`src/rtl/sact_pkg.sv`:
```
`default_nettype none
package sact_pkg;

	localparam int TAG_W     = 30;
	localparam int ADDR_W    = 32;
	localparam int SET_RAW_W = 7;
	localparam int CFG_W     = 4;
	localparam int CFG_IDX_W = 2;

	// victim policy codes
	localparam logic [1:0] POL_RANDOM = 2'd0;
	localparam logic [1:0] POL_LRU    = 2'd1;
	localparam logic [1:0] POL_PLRU   = 2'd2;
	localparam logic [1:0] POL_SPARE  = 2'd3;

	// config register indexes
	localparam logic [CFG_IDX_W-1:0] REG_POLICY = 2'd0;
	localparam logic [CFG_IDX_W-1:0] REG_OFFSET = 2'd1;
	localparam logic [CFG_IDX_W-1:0] REG_INDEX  = 2'd2;

	localparam logic OP_WRITE = 1'b1;

	typedef struct packed {
		logic [ADDR_W-1:0] address;
		logic              opcode;
	} cmd_t;

	typedef struct packed {
		logic             hit;
		logic [1:0]       way;
		logic             write_back;
		logic [TAG_W-1:0] victim_tag;
	} res_t;

	typedef struct packed {
		logic [1:0] replace_policy;
		logic [3:0] offset_bits;
		logic [2:0] index_bits;
	} cfg_t;

	// classified access handed from front to back
	typedef struct packed {
		logic [TAG_W-1:0]     tag;
		logic [SET_RAW_W-1:0] set;
		logic                 opcode;
		logic [1:0]           pol;
	} job_t;

endpackage
`default_nettype wire

```
`src/rtl/sact_front.sv`:
```
`default_nettype none
module sact_front #(
	parameter int SETS = 64
) (
	input  wire logic           start,
	input  wire sact_pkg::cmd_t cmd,
	input  wire sact_pkg::cfg_t cfg,
	input  wire logic           q_full,
	input  wire logic           clearing,
	output logic                busy,
	output logic                push,
	output sact_pkg::job_t      job
);
	localparam logic [19:0] SETS_W = 20'(SETS);

	logic [3:0]  off;
	logic [4:0]  sh;
	logic [31:0] tag_sh, set_sh;
	logic [7:0]  mask;
	logic [19:0] r;
	logic [1:0]  pol;

	always_comb begin
		off    = (cfg.offset_bits < 4'd2) ? 4'd2 : cfg.offset_bits;
		sh     = {1'b0, off} + {2'b0, cfg.index_bits};
		tag_sh = cmd.address >> sh;
		set_sh = cmd.address >> off;
		mask   = (8'd1 << cfg.index_bits) - 8'd1;
		r      = {13'b0, set_sh[6:0] & mask[6:0]};
		// set index modulo SETS, restoring compare/subtract
		for (int k = 6; k >= 0; k--) begin
			if (r >= (SETS_W << k)) begin
				r = r - (SETS_W << k);
			end
		end
		pol = (cfg.replace_policy == sact_pkg::POL_SPARE) ? sact_pkg::POL_RANDOM
			: cfg.replace_policy;
		job.tag    = tag_sh[sact_pkg::TAG_W-1:0];
		job.set    = r[sact_pkg::SET_RAW_W-1:0];
		job.opcode = cmd.opcode;
		job.pol    = pol;
	end

	assign busy = clearing | q_full;
	assign push = start & ~busy;
endmodule
`default_nettype wire

```
`config.mk`:
```
export PLATFORM = sky130hd
export DESIGN_NAME = sact_front
export DESIGN_NICKNAME = d
export VERILOG_FILES = /design/src/rtl/sact_pkg.sv /design/src/rtl/sact_front.sv
export SDC_FILE = /design/constraint.sdc
export NUM_CORES = 1
export LEC_CHECK = 0
export BUFFER_PORTS_ARGS = -buffer_cell sky130_fd_sc_hd__buf_2
export CELL_PAD_IN_SITES_DETAIL_PLACEMENT = 0
export CELL_PAD_IN_SITES_GLOBAL_PLACEMENT = 1
export CORE_ASPECT_RATIO = 1.25
export CORE_MARGIN = 2
export CORE_UTILIZATION = 43
export DETAILED_ROUTE_END_ITERATION = 10
export MAX_ROUTING_LAYER = met4
export PLACE_DENSITY_LB_ADDON = 0.1
export SYNTH_ARGS = -nofsm -noshare
export SYNTH_HDL_FRONTEND = slang
export SYNTH_SLANG_ARGS = --single-unit
```
`constraint.sdc`:
```
create_clock -name vclk -period 14.5
set_input_delay 2.9 -clock vclk [all_inputs]
set_output_delay 2.9 -clock vclk [all_outputs]
set_load 0.01 [all_outputs]
```
==> results of run 1 <==
[final timing paths]
check	start	to	cells past startpoint	slack, ps
worst max-delay path	cfg[6]	job[12]	13	4980
worst min-delay path	cmd[0]	job[2]	0	5800
[per-layer routing]
metal / track usage [%] / vias up / part of all wire, %
li1: - / 1512 / -
met1: 30.6 / 1465 / 44
met2: 42.7 / 91 / 49
met3: 1.02 / 16 / 3.4
met4: 7.42 / 0 / 3.7
met5: - / - / 0
[cell usage in the layout (no fill, tap or decap), types with 4 or more instances in the layout]
cell type	Yosys	routed
nand2_1	26	26
mux4_2	14	14
a211o_1	5	5
nand4_1	4	4
o21ai_1	6	6
buf_4	7	5
mux2_2	33	33
nor3_1	13	13
a211oi_1	15	15
nor2_1	19	19
mux2i_1	51	51
o21ai_0	17	17
buf_2	16	84
inv_1	10	10
o211ai_1	11	11
a21oi_1	26	26
or3_1	4	4
nand3_1	7	7
[logic make-up (layout without fill, tap and decap cells)]
logic type                 Yosys count  in the layout  synth area share (%)
other                                1              1                 0.126
AOI/OAI and AO/OA                  111            111                  26.7
xor gates and xnor gates             3              3                  1.84
buffers and inverters               50            100                  10.7
muxes                              103            103                  42.2
and+or+nand+nor                     92             92                  16.1
adders and majority gates            5              5                  2.31
[Yosys cell counts (2+ instances only)]
cell and n:
buf_4 7, mux2_2 33, clkbuf_1 6, and4_1 2
inv_1 10, o211ai_1 11, or3_1 4, nor2b_1 3
buf_6 7, o21ai_0 17, nand3_1 7, a21oi_1 26
o21a_1 3, nor2_2 3, nor3_1 13, a21boi_1 2
o21ai_1 6, ha_1 3, and2_1 2, buf_2 16
buf_12 2, a211oi_1 15, a211oi_2 3, nand2_1 26
o311ai_1 2, mux4_2 14, a211o_1 5, mux2_4 2
o211a_1 2, nand4_1 4, mux2_1 3, o2bb2ai_1 2
mux2i_1 51, nor2_1 19
[area by class of cell]
cell class	count	area, µm²
fillers	694	3370
inverters	11	41.3
multi-input cells	315	2670
well taps	87	109
repair buffers	89	458
[critical path: cells and delay by family]
| family | cells | cell delay [ps] |
|---|---|---|
| buffers and inverters | 5 | 1250 |
| adders and majority gates | 2 | 730 |
| AOI/OAI and AO/OA | 2 | 400 |
| muxes | 4 | 1310 |
[per-stage QoR]
stage	std cells	power [mW]	utilization [%]	setup slack (ps)
after global routing	502	0.253	49.3	4820
after global placement	502	0.229	49.3	5060
after CTS	502	0.231	49.3	5000
after detailed placement	502	0.230	49.3	4990
after floorplan	365	0.172	-	5870
final	502	0.231	49.3	4980
[power by group through the flow]
stage / Sequential (mW) / Clock (mW) / Combinational [mW]
6_report: 0 / 0 / 0.231
5_1_grt: 0 / 0 / 0.253
4_1_cts: 0 / 0 / 0.231
3_5_place_dp: 0 / 0 / 0.230
3_3_place_gp: 0 / 0 / 0.229
2_1_floorplan: 0 / 0 / 0.172
==> qor.yml, run 1 <==
run_status: "completed"
finalSetupViolCount: 0
crit_type: "in -> out"
fin_area_um2: 3270
crit_path_max_fanout: 37
hold_class: "in -> out"
yosys_warnings: 0
avgSynthCellArea_um2: 8.18
grt-ovfl-total: 0
pwr-share-seq_pct: 0
fin_setup_tns_ps: 0
syn_area_um2: 2990
fin_nets: 466
gp_congestion: 0.898
dp_hpwl_um: 7310
period_share_pct: 65.7
first_pass_iters: 4
placed_area_um2: 3270
yosys.area.top_type_share_pct: 17.1
seq_area_um2: 0
area_growth_pct: 9.68
drive_gt1_share_pct: 38.1
synth_cell_types: 68
row_count: 33
first_iter_violations: 214
grt_pass1_wl_um: 15200
grt_start_max_net_pins: 38
power_density_nw_per_um2: 70.6
io_buffers: 84
final-hold-violation-count: 0
post_cts_buffers: 0
num_vias: 3084
wire_per_inst_um: 18.7
cp_slowest_cell: "buf_2"
syn-num-nets: 414
cp.arrival_ps: 6620
dieArea_um2: 7630
startpoint_type: "input pin"
tightest_slew_ps: 946
peakVddDrop_mv: 0.0271
final_antenna_net_count: 0
fmax_mhz: 105
synth_top_area_cell: "mux2i_1"
power_leakage_nw: 1.44
core_um2: 6650
diodes: 0
switching_share_pct: 57.2
die_y_um: 97.2
post_cts_resized: 0
pwr-share-comb_pct: 100.0
grt_setup_unrepaired: "false"
ys_seq_area_share_pct: 0
slew_headroom_pct: 36.5
drt-vias-per-instance: 6.14
fin_crit_ps: 9520
cp_common_cell: "mux2_2"
cp-end-kind: "output port"
p_int_mw: 0.0988
p_sw_mw: 0.132
grt_use_total_pct: 24.6
synth.area.top_cells: "mux2i_1 (17%), mux2_2 (12%), mux4_2 (11%)"
io_pins: 87
finalMaxSlewViolations: 0
required_ps: 11600
antenna_found_initial: 0
fin_worst_hold_slack_ps: 5800
drc: 0
seq_cells: 0
clkbuf_count: 0
fp.dieW_um: 78.5
crit_chain: "buf_2 > o31ai_4 > inv_1 > ha_1 > inv_1 > fa_1 > buf_4 > mux2_2 > mux2i_1 > o21ai_1 > mux2_2 > mux2_2 > buf_2"
cts_hold_buffers: 0
start_util_pct: 44.9
syn_inst: 365
slowest_delay_ps: 510
wl_um: 9380
p_clk_share_pct: 0
grt_pass1_vias: 2956
max_cap_violations: 0
Power figures use the tool's default switching activity.
==> inputs of run 2 (changes only) <==
Settings changed: CORE_UTILIZATION 43 to 40.
Clock period 14.5 ns to 9.1 ns, I/O delays scaled along.
==> run 2 against run 1 <==
- die area up 7.1%
- combinational power up 61%
- highest routed layer unchanged
- critical path type unchanged
- sequential share of layout area unchanged
- count of clock-buffer cells in the layout unchanged
- first-iteration DRC count up 2.8%
- routed wire length up 2.7%
- worst hold slack worse by 2200 ps
- via count up 0.39%
- critical path depth down 1
- global-route usage down 0.73 points
- power up 62%
- worst setup slack worse by 3500 ps
==> qor.yml, run 2 (synthesized netlist as in run 1, its figures left out) <==
critPathBufInv: 4  # was 5
stdcell_count: 508  # was 502
hold_class: "in -> out"  # unchanged
slew_headroom_pct: 29.6  # was 36.5%
die_y_um: 101  # was 97.2 µm
dp.cells: 508  # was 502
grt_start_max_net_pins: 31  # was 38
cp-end-kind: "output port"  # unchanged
start_util_pct: 40.8  # was 44.9%
crit_family: "multiplexers"  # unchanged
wire_per_inst_um: 19.0  # was 18.7 µm
cp_slowest_cell: "fa_1"  # was buf_2
seq_area_um2: 0  # unchanged
drive_gt1_share_pct: 38.2  # was 38.1%
fp.dieW_um: 81.3  # was 78.5 µm
grt_pass1_vias: 2901  # was 2,956
dp_hpwl_um: 7540  # was 7310 µm
drc: 0  # unchanged
first_iter_violations: 220  # was 214
cts_hold_buffers: 0  # unchanged
placed_area_um2: 3290  # was 3270 µm²
core_um2: 7310  # was 6650 µm²
grt-ovfl-total: 0  # unchanged
antenna_found_initial: 0  # unchanged
first_pass_iters: 4  # unchanged
io_pins: 87  # unchanged
final_antenna_net_count: 0  # unchanged
run_status: "completed"  # unchanged
num_vias: 3096  # was 3,084
clkbuf_count: 0  # unchanged
wl_um: 9630  # was 9380 µm
power_density_nw_per_um2: 114  # was 70.6 nW/µm²
cp_common_cell: "mux2_2"  # unchanged
max_cap_violations: 0  # unchanged
cp.arrival_ps: 5790  # was 6620 ps
power_leakage_nw: 1.45  # was 1.44 nW
io_buffers: 84  # unchanged
seq_cells: 0  # unchanged
final_cell_mix: "buf_2 (84), mux2i_1 (51), mux2_2 (33)"  # unchanged
fin_area_um2: 3290  # was 3270 µm²
diodes: 0  # unchanged
period_share_pct: 83.6
crit_path_max_fanout: 30  # was 37
finalMaxSlewViolations: 0  # unchanged
drt-vias-per-instance: 6.09  # was 6.14
final_common_cell: "buf_2"  # unchanged
fin_setup_tns_ps: 0  # unchanged
post_cts_buffers: 0  # unchanged
gp_congestion: 0.886  # was 0.898
slowest_delay_ps: 1140  # was 510 ps
nFillCells: 766  # was 694
peakVddDrop_mv: 0.0518  # was 0.0271 mV
grt_pass1_wl_um: 15300  # was 15,200 µm
area_growth_pct: 10.1  # was 9.68%
final_core_util_pct: 45.0  # was 49.3%
final-hold-violation-count: 0  # unchanged
required_ps: 7280  # was 11,600 ps
fmax_mhz: 131
fin_nets: 467  # was 466
tightest_slew_ps: 1050  # was 946 ps
crit_end: "job[11]"  # was job[12]
path_depth: 12  # was 13
fin_crit_ps: 7610
startpoint_type: "input pin"  # unchanged
grt_setup_unrepaired: "false"  # unchanged
row_count: 35  # was 33
startpoint: "cfg[6]"  # unchanged
grt_use_total_pct: 23.9  # was 24.6%
crit_type: "in -> out"  # unchanged
post_cts_resized: 0  # unchanged
crit_chain: "buf_2 > o31ai_4 > inv_1 > ha_1 > inv_1 > fa_1 > mux2_2 > mux2i_1 > mux2i_1 > mux2_2 > mux2_2 > buf_2"  # was buf_2 > o31ai_4 > inv_1 > ha_1 > inv_1 > fa_1 > buf_4 > mux2_2 > mux2i_1 > o21ai_1 > mux2_2 > mux2_2 > buf_2
dieArea_um2: 8170  # was 7630 µm²
finalSetupViolCount: 0  # unchanged
## run 2: cell types whose count changed in the layout (fill, tap and decap cells not counted)
cell,delta
buf_4,+1
## run 2: per-layer routing
metal  routed length (µm)  GRT usage (%)  vias to the layer above  part of all wire, %
li1                     -              -                     1515                    -
met2                 4940           41.4                       97                   51
met4                  250           7.04                        0                  2.6
met5                    0              -                        -                    0
met1                 4060           29.9                     1468                   42
met3                  382          0.627                       16                  4.0
## run 2: worst min path at each step
stage	cells past startpoint	slack, ps	end	from
finish	0	3640	job[2]	cmd[0]
global route	0	3640	job[2]	cmd[0]
CTS	0	3640	job[2]	cmd[0]
detailed placement	0	3640	job[2]	cmd[0]
global placement	0	3640	job[2]	cmd[0]
floorplan	1	3690	job[0]	cfg[8]
## run 2: layout make-up
cell class	count	area, µm²	share of cell area, %
multi-input combinational	315	2670	81.1
timing repair buffer	90	465	14.2
tap	92	115	3.50
inverter	11	41.3	1.26
## run 2: metrics by stage
step	total power [mW]	setup WS, ps	hold WS, ps
2_1_floorplan	0.274	2630	3690
3_3_place_gp	0.372	1530	3640
3_5_place_dp	0.372	1450	3640
4_1_cts	0.374	1450	3640
5_1_grt	0.407	1210	3640
6_report	0.373	1490	3640
## run 2: report_power, final
part	switching (mW)	leakage (nW)	internal (mW)	total [mW]
clock network	0	0	0	0
logic	0.214	1.45	0.160	0.373
registers	0	0	0	0
total	0.214	1.45	0.160	0.373
==> inputs of run 3 (changes only) <==
Settings changed: CORE_UTILIZATION 40 to 36.
Clock period 9.1 ns to 6.42 ns, I/O delays scaled along.
==> run 3 against run 2 <==
- non-clock buffer count increased by 8
- combinational power increased by 47%
- critical path depth increased by 1
- worst hold slack got worse by 1100 ps
- sequential share of layout area unchanged
- critical endpoint unchanged
- flip-flop and latch count unchanged
==> qor.yml, run 3 (synthesized netlist as in run 1, its figures left out) <==
run_status: "completed"  # unchanged
crit_chain: "buf_2 > o31ai_4 > inv_1 > ha_2 > inv_1 > fa_1 > buf_12 > mux2_2 > mux2i_1 > mux2i_1 > mux2_2 > mux2_2 > buf_2"  # was buf_2 > o31ai_4 > inv_1 > ha_1 > inv_1 > fa_1 > mux2_2 > mux2i_1 > mux2i_1 > mux2_2 > mux2_2 > buf_2
final_common_cell: "buf_2"  # unchanged
grt-ovfl-total: 0  # unchanged
core_um2: 8150  # was 7310 µm²
wl_um: 10300  # was 9630 µm
fin_nets: 475  # was 467
post_cts_buffers: 0  # unchanged
finalSetupViolCount: 0  # unchanged
hold_class: "in -> out"  # unchanged
wire_per_inst_um: 19.8  # was 19.0 µm
drc: 0  # unchanged
drt-vias-per-instance: 6.11  # was 6.09
io_pins: 87  # unchanged
final_antenna_net_count: 0  # unchanged
cp-end-kind: "output port"  # unchanged
cp_slowest_cell: "fa_1"  # unchanged
fin_setup_tns_ps: 0  # unchanged
slowest_delay_ps: 450  # was 1140 ps
cts_hold_buffers: 0  # unchanged
crit_path_max_fanout: 37  # was 30
cp_common_cell: "mux2_2"  # unchanged
required_ps: 5140  # was 7280 ps
grt_pass1_vias: 3033  # was 2,901
area_growth_pct: 13.7  # was 10.1%
slew_headroom_pct: 32.7  # was 29.6%
finalMaxSlewViolations: 0  # unchanged
fin_crit_ps: 5660
num_vias: 3184  # was 3,096
crit_type: "in -> out"  # unchanged
gp_congestion: 0.960  # was 0.886
antenna_found_initial: 0  # unchanged
max_cap_violations: 0  # unchanged
seq_cells: 0  # unchanged
dieArea_um2: 9040  # was 8170 µm²
first_iter_violations: 189  # was 220
grt_use_total_pct: 23.3  # was 23.9%
io_buffers: 84  # unchanged
power_mw: 0.548  # was 0.373 mW
worst_slack_ps: 764  # was 1490 ps
drive_gt1_share_pct: 39.6  # was 38.2%
clkbuf_count: 0  # unchanged
peakVddDrop_mv: 0.0823  # was 0.0518 mV
pre_cts_ws_ps: 760  # was 1450 ps
first_pass_iters: 4  # unchanged
cp.arrival_ps: 4370  # was 5790 ps
grt_setup_unrepaired: "false"  # unchanged
period_share_pct: 88.1
row_count: 37  # was 35
post_cts_resized: 0  # unchanged
dp.cells: 521  # was 508
dp_hpwl_um: 8130  # was 7540 µm
grt_pass1_wl_um: 16600  # was 15,300 µm
die_y_um: 106  # was 101 µm
power_density_nw_per_um2: 161  # was 114 nW/µm²
final_cell_mix: "buf_2 (84), mux2i_1 (51), mux2_2 (33)"  # unchanged
tightest_slew_ps: 1000  # was 1050 ps
nFillCells: 881  # was 766
start_util_pct: 36.6  # was 40.8%
final-hold-violation-count: 0  # unchanged
diodes: 0  # unchanged
seq_area_um2: 0  # unchanged
fp.dieW_um: 85.5  # was 81.3 µm
power_leakage_nw: 1.50  # was 1.45 nW
grt_start_max_net_pins: 38  # was 31
stdcell_count: 521  # was 508
fmax_mhz: 177
startpoint_type: "input pin"  # unchanged
## run 3: path summary, 6_finish.rpt
| path | startpoint | end | slack [ps] | depth (start not counted) |
|---|---|---|---|---|
| setup / recovery | cfg[5] | job[11] | 760 | 13 |
| hold / removal | cmd[0] | job[2] | 2570 | 0 |
## run 3: final cells by class
type / count / area [µm²] / area share [%]
inverter: 11 / 41.3 / 1.22
tap: 97 / 121 / 3.58
timing repair buffer: 98 / 563 / 16.6
multi-input combinational: 315 / 2670 / 78.6
## run 3: critical path, delay by kind of cell
kind,cells,cell delay (ps)
adders and majority gates,2,680
muxes,5,1310
buffers and inverters,5,680
AOI/OAI and AO/OA,1,410
## run 3: metrics by stage
step / instance area [µm²] / hold WS (ps) / util [%]
detailed placement: 3390 / 2570 / 41.7
floorplan: 2990 / 2610 / -
finish: 3390 / 2570 / 41.7
global placement: 3390 / 2570 / 41.7
global route: 3390 / 2570 / 41.7
CTS: 3390 / 2570 / 41.7
## run 3: power by group
| group | switching, mW | internal, mW |
|---|---|---|
| logic | 0.309 | 0.239 |
| clock network | 0 | 0 |
| registers | 0 | 0 |
## run 3: per-layer routing
metal,track usage [%],vias to the layer above,part of all wire [%]
li1,-,1530,-
met1,29.5,1514,41
met2,40.1,122,51
met3,1.25,18,4.9
met4,6.24,0,3.0
met5,-,-,0
