### src/rtl/sact_pkg.sv
`default_nettype none
package sact_pkg;

	localparam int TAG_W     = 30;
	localparam int ADDR_W    = 32;
	localparam int SET_RAW_W = 7;
	localparam int CFG_W     = 4;
	localparam int CFG_IDX_W = 2;

	// victim policy codes
	localparam logic [1:0] POL_RANDOM = 2'd0;
	localparam logic [1:0] POL_LRU    = 2'd1;
	localparam logic [1:0] POL_PLRU   = 2'd2;
	localparam logic [1:0] POL_SPARE  = 2'd3;

	// config register indexes
	localparam logic [CFG_IDX_W-1:0] REG_POLICY = 2'd0;
	localparam logic [CFG_IDX_W-1:0] REG_OFFSET = 2'd1;
	localparam logic [CFG_IDX_W-1:0] REG_INDEX  = 2'd2;

	localparam logic OP_WRITE = 1'b1;

	typedef struct packed {
		logic [ADDR_W-1:0] address;
		logic              opcode;
	} cmd_t;

	typedef struct packed {
		logic             hit;
		logic [1:0]       way;
		logic             write_back;
		logic [TAG_W-1:0] victim_tag;
	} res_t;

	typedef struct packed {
		logic [1:0] replace_policy;
		logic [3:0] offset_bits;
		logic [2:0] index_bits;
	} cfg_t;

	// classified access handed from front to back
	typedef struct packed {
		logic [TAG_W-1:0]     tag;
		logic [SET_RAW_W-1:0] set;
		logic                 opcode;
		logic [1:0]           pol;
	} job_t;

endpackage
`default_nettype wire

### src/rtl/sact_fifo.sv
`default_nettype none
module sact_fifo (
	input  wire logic          clk,
	input  wire logic          arst_n,
	input  wire logic          push,
	input  wire sact_pkg::job_t din,
	input  wire logic          pop,
	output sact_pkg::job_t     dout,
	output logic               full,
	output logic               empty
);
	sact_pkg::job_t slot_q [2];
	logic       wp_q, rp_q;
	logic [1:0] cnt_q;

	always_ff @(posedge clk or negedge arst_n) begin
		if (!arst_n) begin
			wp_q  <= 1'b0;
			rp_q  <= 1'b0;
			cnt_q <= 2'd0;
		end else begin
			if (push) begin
				wp_q <= ~wp_q;
			end
			if (pop) begin
				rp_q <= ~rp_q;
			end
			cnt_q <= cnt_q + {1'b0, push} - {1'b0, pop};
		end
	end

	always_ff @(posedge clk) begin
		if (push) begin
			slot_q[wp_q] <= din;
		end
	end

	assign dout  = slot_q[rp_q];
	assign full  = (cnt_q == 2'd2);
	assign empty = (cnt_q == 2'd0);
endmodule
`default_nettype wire

### config.mk
export PLATFORM = sky130hd
export DESIGN_NAME = sact_fifo
export DESIGN_NICKNAME = d
export VERILOG_FILES = /design/src/rtl/sact_pkg.sv /design/src/rtl/sact_fifo.sv
export SDC_FILE = /design/constraint.sdc
export NUM_CORES = 1
export LEC_CHECK = 0
export ABC_AREA = 1
export BUFFER_PORTS_ARGS = -buffer_cell sky130_fd_sc_hd__buf_2
export CAP_MARGIN = 15
export CORE_MARGIN = 5
export CORE_UTILIZATION = 40
export CTS_CLUSTER_DIAMETER = 50
export DETAILED_ROUTE_END_ITERATION = 12
export PLACE_DENSITY = 0.71
export SYNTH_ARGS = -nofsm -noshare
export SYNTH_HDL_FRONTEND = slang
export SYNTH_SLANG_ARGS = --single-unit
### constraint.sdc
create_clock -name clk -period 6.5 [get_ports clk]
set_input_delay 0.975 -clock clk [delete_from_list [all_inputs] [get_ports clk]]
set_output_delay 0.975 -clock clk [all_outputs]
set_load 0.05 [all_outputs]
==> results.py, run 1 <==
metrics = {
    "outcome": {
        "outcome": "complete, no violations",
    },
    "logic_synthesis": {
        "synth-seq-cells": 84,
        "yosysSeqAreaShare_pct": 74.43,
        "synth_top_cells_by_count": "edfxtp_1, inv_1, nand2_1, o21ai_2, buf_6",
        "synthTopCellsByArea": "edfxtp_1, o21ai_2, inv_1, nand2_1, buf_6",
        "synth.avg_cell_area_um2": 14.37,
        "yosysTopAreaCellShare_pct": 71.46,
        "synth_flop_cell": "edfxtp_1",
        "yosys_warnings": 0,
        "synthCells": 234,
        "yosysTopAreaCell": "edfxtp_1",
        "yosysMostFrequentCell": "edfxtp_1",
        "yosysUniqueCellTypes": 10,
        "syn_area_um2": 3362,
        "async_flop_share_pct": 4.762,
        "synth-edff-count": 80,
        "syn_nets": 280,
    },
    "power": {
        "power.switching_mw": 0.9791,
        "power_frac_clock_pct": 18.1,
        "power_frac_comb_pct": 42.2,
        "swShare_pct": 46.04,
        "seqPwrFrac_pct": 39.7,
        "internal_power_mw": 1.147,
        "p_leak_nw": 1.746,
        "finalPower_mw": 2.127,
        "power.density_nw_per_um2": 523.3,
        "irDropWorstVdd_mv": 0.2448,
    },
    "floorplan": {
        "rows": 33,
        "die_w_um": 101.7,
        "dieArea_um2": 10340,
        "coreArea_um2": 8217,
        "start_util_pct": 40.92,
        "io_pins": 86,
        "die_y_um": 101.7,
    },
    "timing": {
        "final_max_slew_viol_count": 0,
        "slew_headroom_pct": 30.75,
        "period_minus_slack_ns": 3.073,
        "finalSetupViolCount": 0,
        "rsz0062_at_grt": "false",
        "fin_setup_tns_ns": 0,
        "finalWorstSetupSlack_ns": 3.427,
        "fin_worst_skew_ns": 0.008705,
        "period_share_pct": 47.27,
        "tightest_slew_ns": 1.039,
        "hold_violations": 0,
        "max_freq_mhz": 325.5,
    },
    "global_routing": {
        "grt_usage_pct": 11.72,
        "grt-ovfl-total": 0,
        "grt_max_degree": 82,
        "antenna_found_initial": 0,
        "grt_pass1_wl_mm": 9.114,
        "grt_pass1_vias": 1943,
    },
    "routing": {
        "wirelength_mm": 5.531,
        "drc_errors": 0,
        "drtIter0Drc": 47,
        "viasPerCell": 4.514,
        "antenna_left": 0,
        "vias": 1950,
        "wl_per_cell_um": 12.80,
        "drt_first_pass_iters": 3,
    },
    "critical_path": {
        "crit_path_cell_trace": "nand2_1 -> o21ai_2 -> buf_2",
        "crit_type": "flop to output port",
        "crit_family": "flip-flops",
        "cpMaxStageDelayCell": "dfrtp_4",
        "crit_path_end_kind": "output port",
        "worstPathMaxFanout": 81,
        "crit_path_max_incr_delay_ns": 1.08,
        "cp.required_ns": 5.52,
        "crit_buf_inv": 1,
        "arrival_ns": 2.10,
        "start_kind": "flop",
    },
    "layout": {
        "areaGrowthSynthToFinish_pct": 20.88,
        "nNetsFinal": 368,
        "num-fill-cells": 752,
        "insertedDiodeCount": 0,
        "layout-drive-gt1-share_pct": 43.43,
        "seqCellArea_um2": 2506,
        "multi_input_area_um2": 589.3,
    },
    "clock_tree": {
        "cts_buffer_depth": 2,
        "cts-htree-levels": 3,
        "cts_inserted_buffers": 9,
        "path_clk_slew_ns": 0.08,
        "postCtsSetupBuffers": 0,
        "post_cts_resized": 0,
        "cts_root_buf": "clkbuf_8",
        "holdBufCountCts": 0,
        "cts_sinks": 84,
        "clk_latency_ns": 0.34,
        "cts_tree": "built",
    },
    "place": {
        "dp_hpwl_mm": 3.763,
        "gp_congestion": 0.7156,
        "portBuffers": 85,
        "post-place-ws_ns": 3.782,
    },
    "flow_run": {
        "cap_viol_max_count": 0,
    },
    "min_path": {
        "hp-class": "input pin to async pin",
    },
}
==> worst paths after layout <==
| kind | start | to | slack (ns) | depth (start not counted) |
|---|---|---|---|---|
| max reg2reg | wp_q | slot_q[1][20] | 4.94 | 2 |
| min in group clk | wp_q | wp_q | 0.55 | 1 |
| min | arst_n | cnt_q[0] | 0.42 | 1 |
| min reg2reg | wp_q | wp_q | 0.55 | 1 |
| max | rp_q | dout[1] | 3.43 | 3 |
| max in group asynchronous | arst_n | rp_q | 5.95 | 1 |
==> stage by stage <==
| step | area [µm²] | cells | hold WS (ns) | utilization [%] |
|---|---|---|---|---|
| floorplan | 3362 | 234 | 0.4634 | - |
| global placement | 3829 | 415 | 0.5284 | 46.60 |
| detailed placement | 3856 | 416 | 0.5361 | 46.93 |
| CTS | 4064 | 432 | 0.4012 | 49.46 |
| global route | 4064 | 432 | 0.3933 | 49.46 |
| finish | 4064 | 432 | 0.4210 | 49.46 |
==> per-layer routing <==
metal	vias up	global-route usage, %	part of all wire [%]
met2	60	19.72	52
li1	965	-	-
met4	0	5.215	1.2
met3	8	4.545	7.6
met1	917	13.20	39
met5	-	0	0
==> cell usage in the layout (no fill, tap or decap) <==
| cell | n |
|---|---|
| buf_16 | 1 |
| buf_2 | 85 |
| bufinv_16 | 2 |
| clkbuf_1 | 2 |
| clkbuf_8 | 9 |
| clkinv_1 | 1 |
| clkinv_2 | 1 |
| clkinvlp_4 | 1 |
| dfrtp_1 | 3 |
| dfrtp_4 | 1 |
| edfxtp_1 | 80 |
| ha_1 | 2 |
| inv_1 | 46 |
| inv_2 | 1 |
| nand2_1 | 46 |
| nand3_1 | 1 |
| nor2_1 | 2 |
| nor2_4 | 1 |
| o21ai_2 | 40 |
| xor2_1 | 2 |
==> power by group through the flow <==
stage	clock network, mW	registers, mW	logic (mW)
floorplan	0	0.758	0.849
global placement	0	0.856	0.889
detailed placement	0	0.861	0.912
CTS	0.398	0.849	0.913
global route	0.427	0.868	0.955
finish	0.386	0.843	0.897
==> area by class of cell <==
| class | count | share of cell area [%] |
|---|---|---|
| well taps | 105 | 3.233 |
| repair buffers | 86 | 11.15 |
| multi-input cells | 94 | 14.50 |
| inverters | 47 | 4.341 |
| flip-flops and latches | 84 | 61.67 |
| clock inverters | 5 | 1.878 |
| clock buffers | 11 | 3.233 |
==> cell families after synthesis <==
group	count (synthesis)	synth area share, %
flops	84	74.43
fa+ha+maj	2	0.7442
compound gates	40	10.42
xor+xnor	2	0.5211
simple gates	50	5.620
buf+inv	56	8.262
==> state kept, by name, indices dropped and copies added, names as in the netlist <==
register	count
cnt_q	2
rp_q	1
slot_q	80
wp_q	1
Power figures use the tool's default switching activity.
==> run 2: changes to the inputs <==
--- a/config.mk
+++ b/config.mk
@@ -12,7 +12,7 @@
 export CORE_UTILIZATION = 40
 export CTS_CLUSTER_DIAMETER = 50
 export DETAILED_ROUTE_END_ITERATION = 12
-export PLACE_DENSITY = 0.71
+export PLACE_DENSITY = 0.73
 export SYNTH_ARGS = -nofsm -noshare
 export SYNTH_HDL_FRONTEND = slang
 export SYNTH_SLANG_ARGS = --single-unit
==> constraint.sdc (replaced) <==
create_clock -name clk -period 2.7 [get_ports clk]
set_input_delay 0.405 -clock clk [delete_from_list [all_inputs] [get_ports clk]]
set_output_delay 0.405 -clock clk [all_outputs]
set_load 0.05 [all_outputs]
==> run 2 against run 1 <==
Compared with the run above: clock power up 140%; critical endpoint is now dout[17]; critical path depth up 1; sequential power up 130%; hold slack worse by 0.17 ns; largest power group unchanged; flip-flop and latch count unchanged; register-to-register slack worse by 3.8 ns; first-iteration DRC count up 36%; sequential share of layout area down 0.62 points; combinational power rose to 2.6 times the previous value.
==> results.py, run 2 (synthesized netlist as in run 1, its figures left out) <==
metrics = {
    "floorplan": {
        "io_pins": 86,
        "rows": 33,
        "die_y_um": 101.7,
        "start_util_pct": 40.92,
        "dieArea_um2": 10340,
        "die_w_um": 101.7,
        "coreArea_um2": 8217,
    },
    "timing": {
        "fin_setup_tns_ns": 0,
        "fin_worst_skew_ns": 0.007506,
        "slew_headroom_pct": 54.77,
        "hold_violations": 0,
        "finalSetupViolCount": 0,
        "period_minus_slack_ns": 2.373,
        "period_share_pct": 87.89,
        "final_max_slew_viol_count": 0,
        "max_freq_mhz": 421.4,
        "rsz0062_at_grt": "false",
        "tightest_slew_ns": 0.6768,
    },
    "routing": {
        "viasPerCell": 4.394,
        "wl_per_cell_um": 12.62,
        "drc_errors": 0,
        "top_layer": "met4",
        "drt_first_pass_iters": 4,
        "wirelength_mm": 5.516,
        "vias": 1920,
        "drtIter0Drc": 64,
        "wl_met1_mm": 2.227,
        "met2_length_mm": 2.814,
        "wl_met3_um": 405,
        "antenna_left": 0,
    },
    "clock_tree": {
        "cts_buffer_depth": 2,
        "cts_root_buf": "clkbuf_8",
        "cts_tree": "built",
        "cts-htree-levels": 3,
        "path_clk_slew_ns": 0.08,
        "cts_sinks": 84,
        "post_cts_resized": 0,
        "cts_inserted_buffers": 9,
        "clk_latency_ns": 0.33,
    },
    "critical_path": {
        "crit_path_end_kind": "output port",
        "r2r_cells": 2,
        "arrival_ns": 1.97,
        "cp.required_ns": 2.30,
        "crit_type": "flop to output port",
        "start_kind": "flop",
        "worstPathMaxFanout": 39,
    },
    "power": {
        "swShare_pct": 45.88,
        "irDropWorstVdd_mv": 0.5621,
        "power.switching_mw": 2.366,
        "power.density_nw_per_um2": 1256,
        "power_frac_comb_pct": 44.7,
        "seqPwrFrac_pct": 37.2,
        "internal_power_mw": 2.791,
        "power_frac_clock_pct": 18.2,
        "p_leak_nw": 1.768,
    },
    "layout": {
        "layout-drive-gt1-share_pct": 44.58,
        "areaGrowthSynthToFinish_pct": 22.11,
        "nNetsFinal": 373,
        "layout_common_cells": "buf_2, edfxtp_1, inv_1, nand2_1, o21ai_2",
        "insertedDiodeCount": 0,
        "largest_reg_flops": 80,
        "largest_register": "slot_q",
        "utilization_pct": 49.96,
        "final_common_cell": "buf_2",
        "reg_top3": "slot_q (80), cnt_q (2)",
    },
    "outcome": {
        "outcome": "complete, no violations",
    },
    "global_routing": {
        "grt_pass1_vias": 1933,
        "grt-ovfl-total": 0,
        "grt_usage_pct": 11.46,
        "antenna_found_initial": 0,
        "grt_max_degree": 40,
        "grt_pass1_wl_mm": 8.949,
    },
    "min_path": {
        "hp-class": "input pin to flop",
        "worstHoldPathCells": 1,
    },
    "place": {
        "dp_hpwl_mm": 3.893,
        "portBuffers": 85,
        "gp_congestion": 0.6875,
    },
    "flow_run": {
        "cap_viol_max_count": 0,
    },
}
==> run 2: cell types whose count changed in the layout (fill, tap and decap cells not counted) <==
cell           delta
buf_16            -1
clkinv_1          -1
buf_12            +1
dlygate4sd3_1     +1
clkinvlp_4        +1
clkbuf_1          -1
clkinv_4          +1
buf_4             +4
==> run 2: final cells by class <==
type | count | area (µm²)
inverters | 47 | 176.4
well taps | 105 | 131.4
flip-flops and latches | 84 | 2506
clock inverters | 6 | 88.84
fillers | 714 | 4111
repair buffers | 91 | 485.5
clock buffers | 10 | 127.6
multi-input cells | 94 | 589.3
==> run 2: timing repair <==
action	in CTS	in global routing
hold buffers	1	0
endpoints found under the hold margin	4	0
setup endpoints to repair	0	0
buffers inserted	0	0
==> run 2: metal layers <==
metal  up-vias  track usage, %
met5         -               0
met4         0           4.908
met3         8           3.444
met2        61           19.37
met1       873           13.60
li1        978               -
==> run 2: stage by stage <==
stage                     area [µm²]  hold slack [ns]  cells  setup slack (ns)  power (mW)
after floorplan                 3362           0.1094    234            0.1339       3.867
after global placement          3879           0.2169    420            0.6894       4.264
after detailed placement        3879           0.2209    420            0.6507       4.300
after CTS                       4105           0.2311    437            0.2621       5.250
after global routing            4105           0.2226    437            0.1264       5.458
final                           4105           0.2509    437            0.3269       5.158
==> run 2: worst max-delay path, stage by stage (launching register included) <==
cell and delay (ns):
dfrtp_4 0.77, buf_4 0.39, nand2_1 0.11, o21ai_2 0.07, buf_2 0.27
==> run 2: final timing paths <==
check,from,slack [ns],endpoint
worst max-delay path,rp_q,0.33,dout[17]
worst min-delay path,din[19],0.25,slot_q[1][19]
worst max register to register,wp_q,1.15,slot_q[0][16]
worst min register to register,wp_q,0.55,wp_q
max in group asynchronous,arst_n,2.15,rp_q
min in group asynchronous,arst_n,0.41,cnt_q[1]
==> run 2: power groups by stage <==
stage | combinational, mW | clock, mW | sequential, mW
after CTS | 2.35 | 0.975 | 1.92
final | 2.30 | 0.937 | 1.92
after detailed placement | 2.35 | 0 | 1.95
after global routing | 2.47 | 1.04 | 1.95
after global placement | 2.32 | 0 | 1.94
after floorplan | 2.04 | 0 | 1.82
==> run 3: changes to the inputs <==
--- a/config.mk
+++ b/config.mk
@@ -10,6 +10,7 @@
 export CAP_MARGIN = 15
 export CORE_MARGIN = 5
 export CORE_UTILIZATION = 40
+export CTS_BUF_LIST = sky130_fd_sc_hd__clkbuf_16
 export CTS_CLUSTER_DIAMETER = 50
 export DETAILED_ROUTE_END_ITERATION = 12
 export PLACE_DENSITY = 0.73
==> run 3 against run 2 <==
Compared with the run above: hold slack gained 0.017 ns; first-iteration DRC count shrank 20%; flip-flop and latch count is the same; wire length shrank 1.3%; sequential share of layout area shrank 1.5 points; worst setup slack gained 0.021 ns; clock-buffer cell count shrank 1; via count shrank 0.89%; fmax grew 0.90%; non-clock buffer count is the same; cell area grew 2.5%; die area is the same; largest power group unchanged.
==> results.py, run 3 (synthesized netlist as in run 1, its figures left out) <==
metrics = {
    "critical_path": {
        "timing.rr.end": "slot_q[0][13]",
        "crit_path_end_kind": "output port",
        "start_kind": "flop",
        "crit_path_max_incr_delay_ns": 0.75,
        "cp.required_ns": 2.30,
        "reg2reg_from": "wp_q",
        "crit_path_cell_trace": "buf_4 -> nand2_1 -> o21ai_2 -> buf_2",
        "r2r_cells": 2,
        "cpMaxStageDelayCell": "dfrtp_4",
        "reg2reg_slack_ns": 1.16,
        "worstPathMaxFanout": 39,
        "arrival_ns": 1.95,
        "crit_buf_inv": 2,
        "crit_family": "flip-flops",
        "crit_type": "flop to output port",
    },
    "clock_tree": {
        "cts-htree-levels": 3,
        "cts_buffer_depth": 2,
        "post_cts_resized": 0,
        "path_clk_slew_ns": 0.06,
        "postCtsSetupBuffers": 0,
        "cts_inserted_buffers": 9,
        "cts_sinks": 84,
        "clk_latency_ns": 0.32,
        "cts_root_buf": "clkbuf_16",
        "cts_tree": "built",
    },
    "power": {
        "irDropWorstVdd_mv": 0.5898,
        "p_leak_nw": 1.819,
        "power.density_nw_per_um2": 1302,
    },
    "floorplan": {
        "die_w_um": 101.7,
        "coreArea_um2": 8217,
        "rows": 33,
        "die_y_um": 101.7,
        "io_pins": 86,
        "dieArea_um2": 10340,
        "start_util_pct": 40.92,
    },
    "global_routing": {
        "grt_pass1_vias": 1927,
        "grt_usage_pct": 11.48,
        "grt_max_degree": 40,
        "grt-ovfl-total": 0,
        "antenna_found_initial": 0,
        "grt_pass1_wl_mm": 8.963,
    },
    "timing": {
        "timing.hold.ws_ns": 0.2679,
        "tightest_slew_ns": 0.6469,
        "period_minus_slack_ns": 2.352,
        "period_share_pct": 87.11,
        "rsz0062_at_grt": "false",
        "hold_violations": 0,
        "fin_setup_tns_ns": 0,
        "finalSetupViolCount": 0,
        "max_freq_mhz": 425.2,
        "fin_worst_skew_ns": 0.005335,
        "slew_headroom_pct": 56.77,
        "final_max_slew_viol_count": 0,
    },
    "routing": {
        "wirelength_mm": 5.444,
        "drt_first_pass_iters": 4,
        "antenna_left": 0,
        "viasPerCell": 4.355,
        "drtIter0Drc": 51,
        "wl_per_cell_um": 12.46,
        "vias": 1903,
        "drc_errors": 0,
    },
    "layout": {
        "insertedDiodeCount": 0,
        "largest_register": "slot_q",
        "reg_top3": "slot_q (80), cnt_q (2)",
        "areaGrowthSynthToFinish_pct": 25.12,
        "final_common_cell": "buf_2",
        "layout-drive-gt1-share_pct": 44.58,
        "layout_common_cells": "buf_2, edfxtp_1, inv_1, nand2_1, o21ai_2",
        "largest_reg_flops": 80,
        "nNetsFinal": 373,
        "num-fill-cells": 707,
    },
    "min_path": {
        "hold_path_end": "slot_q[1][19]",
        "worstHoldPathCells": 1,
        "hp-class": "input pin to flop",
        "min_from": "din[19]",
    },
    "place": {
        "gp_congestion": 0.6875,
        "portBuffers": 85,
        "dp_hpwl_mm": 3.893,
    },
    "outcome": {
        "outcome": "complete, no violations",
    },
    "flow_run": {
        "cap_viol_max_count": 0,
    },
}
-- run 3: worst max-delay path by stage --
stage	from	endpoint	slack, ns	depth (start not counted)
after floorplan	push	slot_q[0][0]	0.13	2
after global placement	rp_q	dout[17]	0.69	4
after detailed placement	rp_q	dout[17]	0.65	4
after CTS	rp_q	dout[17]	0.29	4
after global routing	rp_q	dout[16]	0.16	4
final	rp_q	dout[16]	0.35	4
-- run 3: stage by stage --
stage | instances | utilization (%) | worst slack [ns] | instance area (µm²) | power [mW]
2_1_floorplan | 234 | - | 0.1339 | 3362 | 3.867
3_3_place_gp | 420 | 47.21 | 0.6894 | 3879 | 4.264
3_5_place_dp | 420 | 47.21 | 0.6507 | 3879 | 4.300
4_1_cts | 437 | 51.20 | 0.2944 | 4207 | 5.573
5_1_grt | 437 | 51.20 | 0.1593 | 4207 | 5.788
6_report | 437 | 51.20 | 0.3481 | 4207 | 5.478
-- run 3: worst register-to-register path, delay by kind of cell, from the launching register on --
kind,cells,cell delay [ns]
flops,1,0.43
buf+inv,1,0.27
simple gates,1,0.54
-- run 3: what timing repair did --
item	in CTS	in global routing
hold buffers	1	0
hold endpoints to repair	4	0
setup endpoints to repair	0	0
-- run 3: layout make-up --
type | instances | area (µm²) | share of cell area (%)
clock buffer | 9 | 225.2 | 5.354
clock inverter | 7 | 92.59 | 2.201
inverter | 47 | 176.4 | 4.194
multi-input combinational | 94 | 589.3 | 14.01
sequential | 84 | 2506 | 59.58
tap | 105 | 131.4 | 3.123
timing repair buffer | 91 | 485.5 | 11.54
-- run 3: metal layers --
| metal | vias to the layer above | global-route usage [%] | wire length, µm |
|---|---|---|---|
| li1 | 979 | - | - |
| met1 | 866 | 13.51 | 2194 |
| met2 | 54 | 19.52 | 2845 |
| met3 | 4 | 3.650 | 380 |
| met4 | 0 | 4.601 | 24 |
| met5 | - | 0 | 0 |
-- run 3: power by group --
group          leakage [nW]  internal, mW  total (mW)  switching, mW
combinational         0.869         0.535        2.30           1.77
sequential            0.797          1.74        1.92          0.180
clock                 0.153         0.805        1.26          0.451
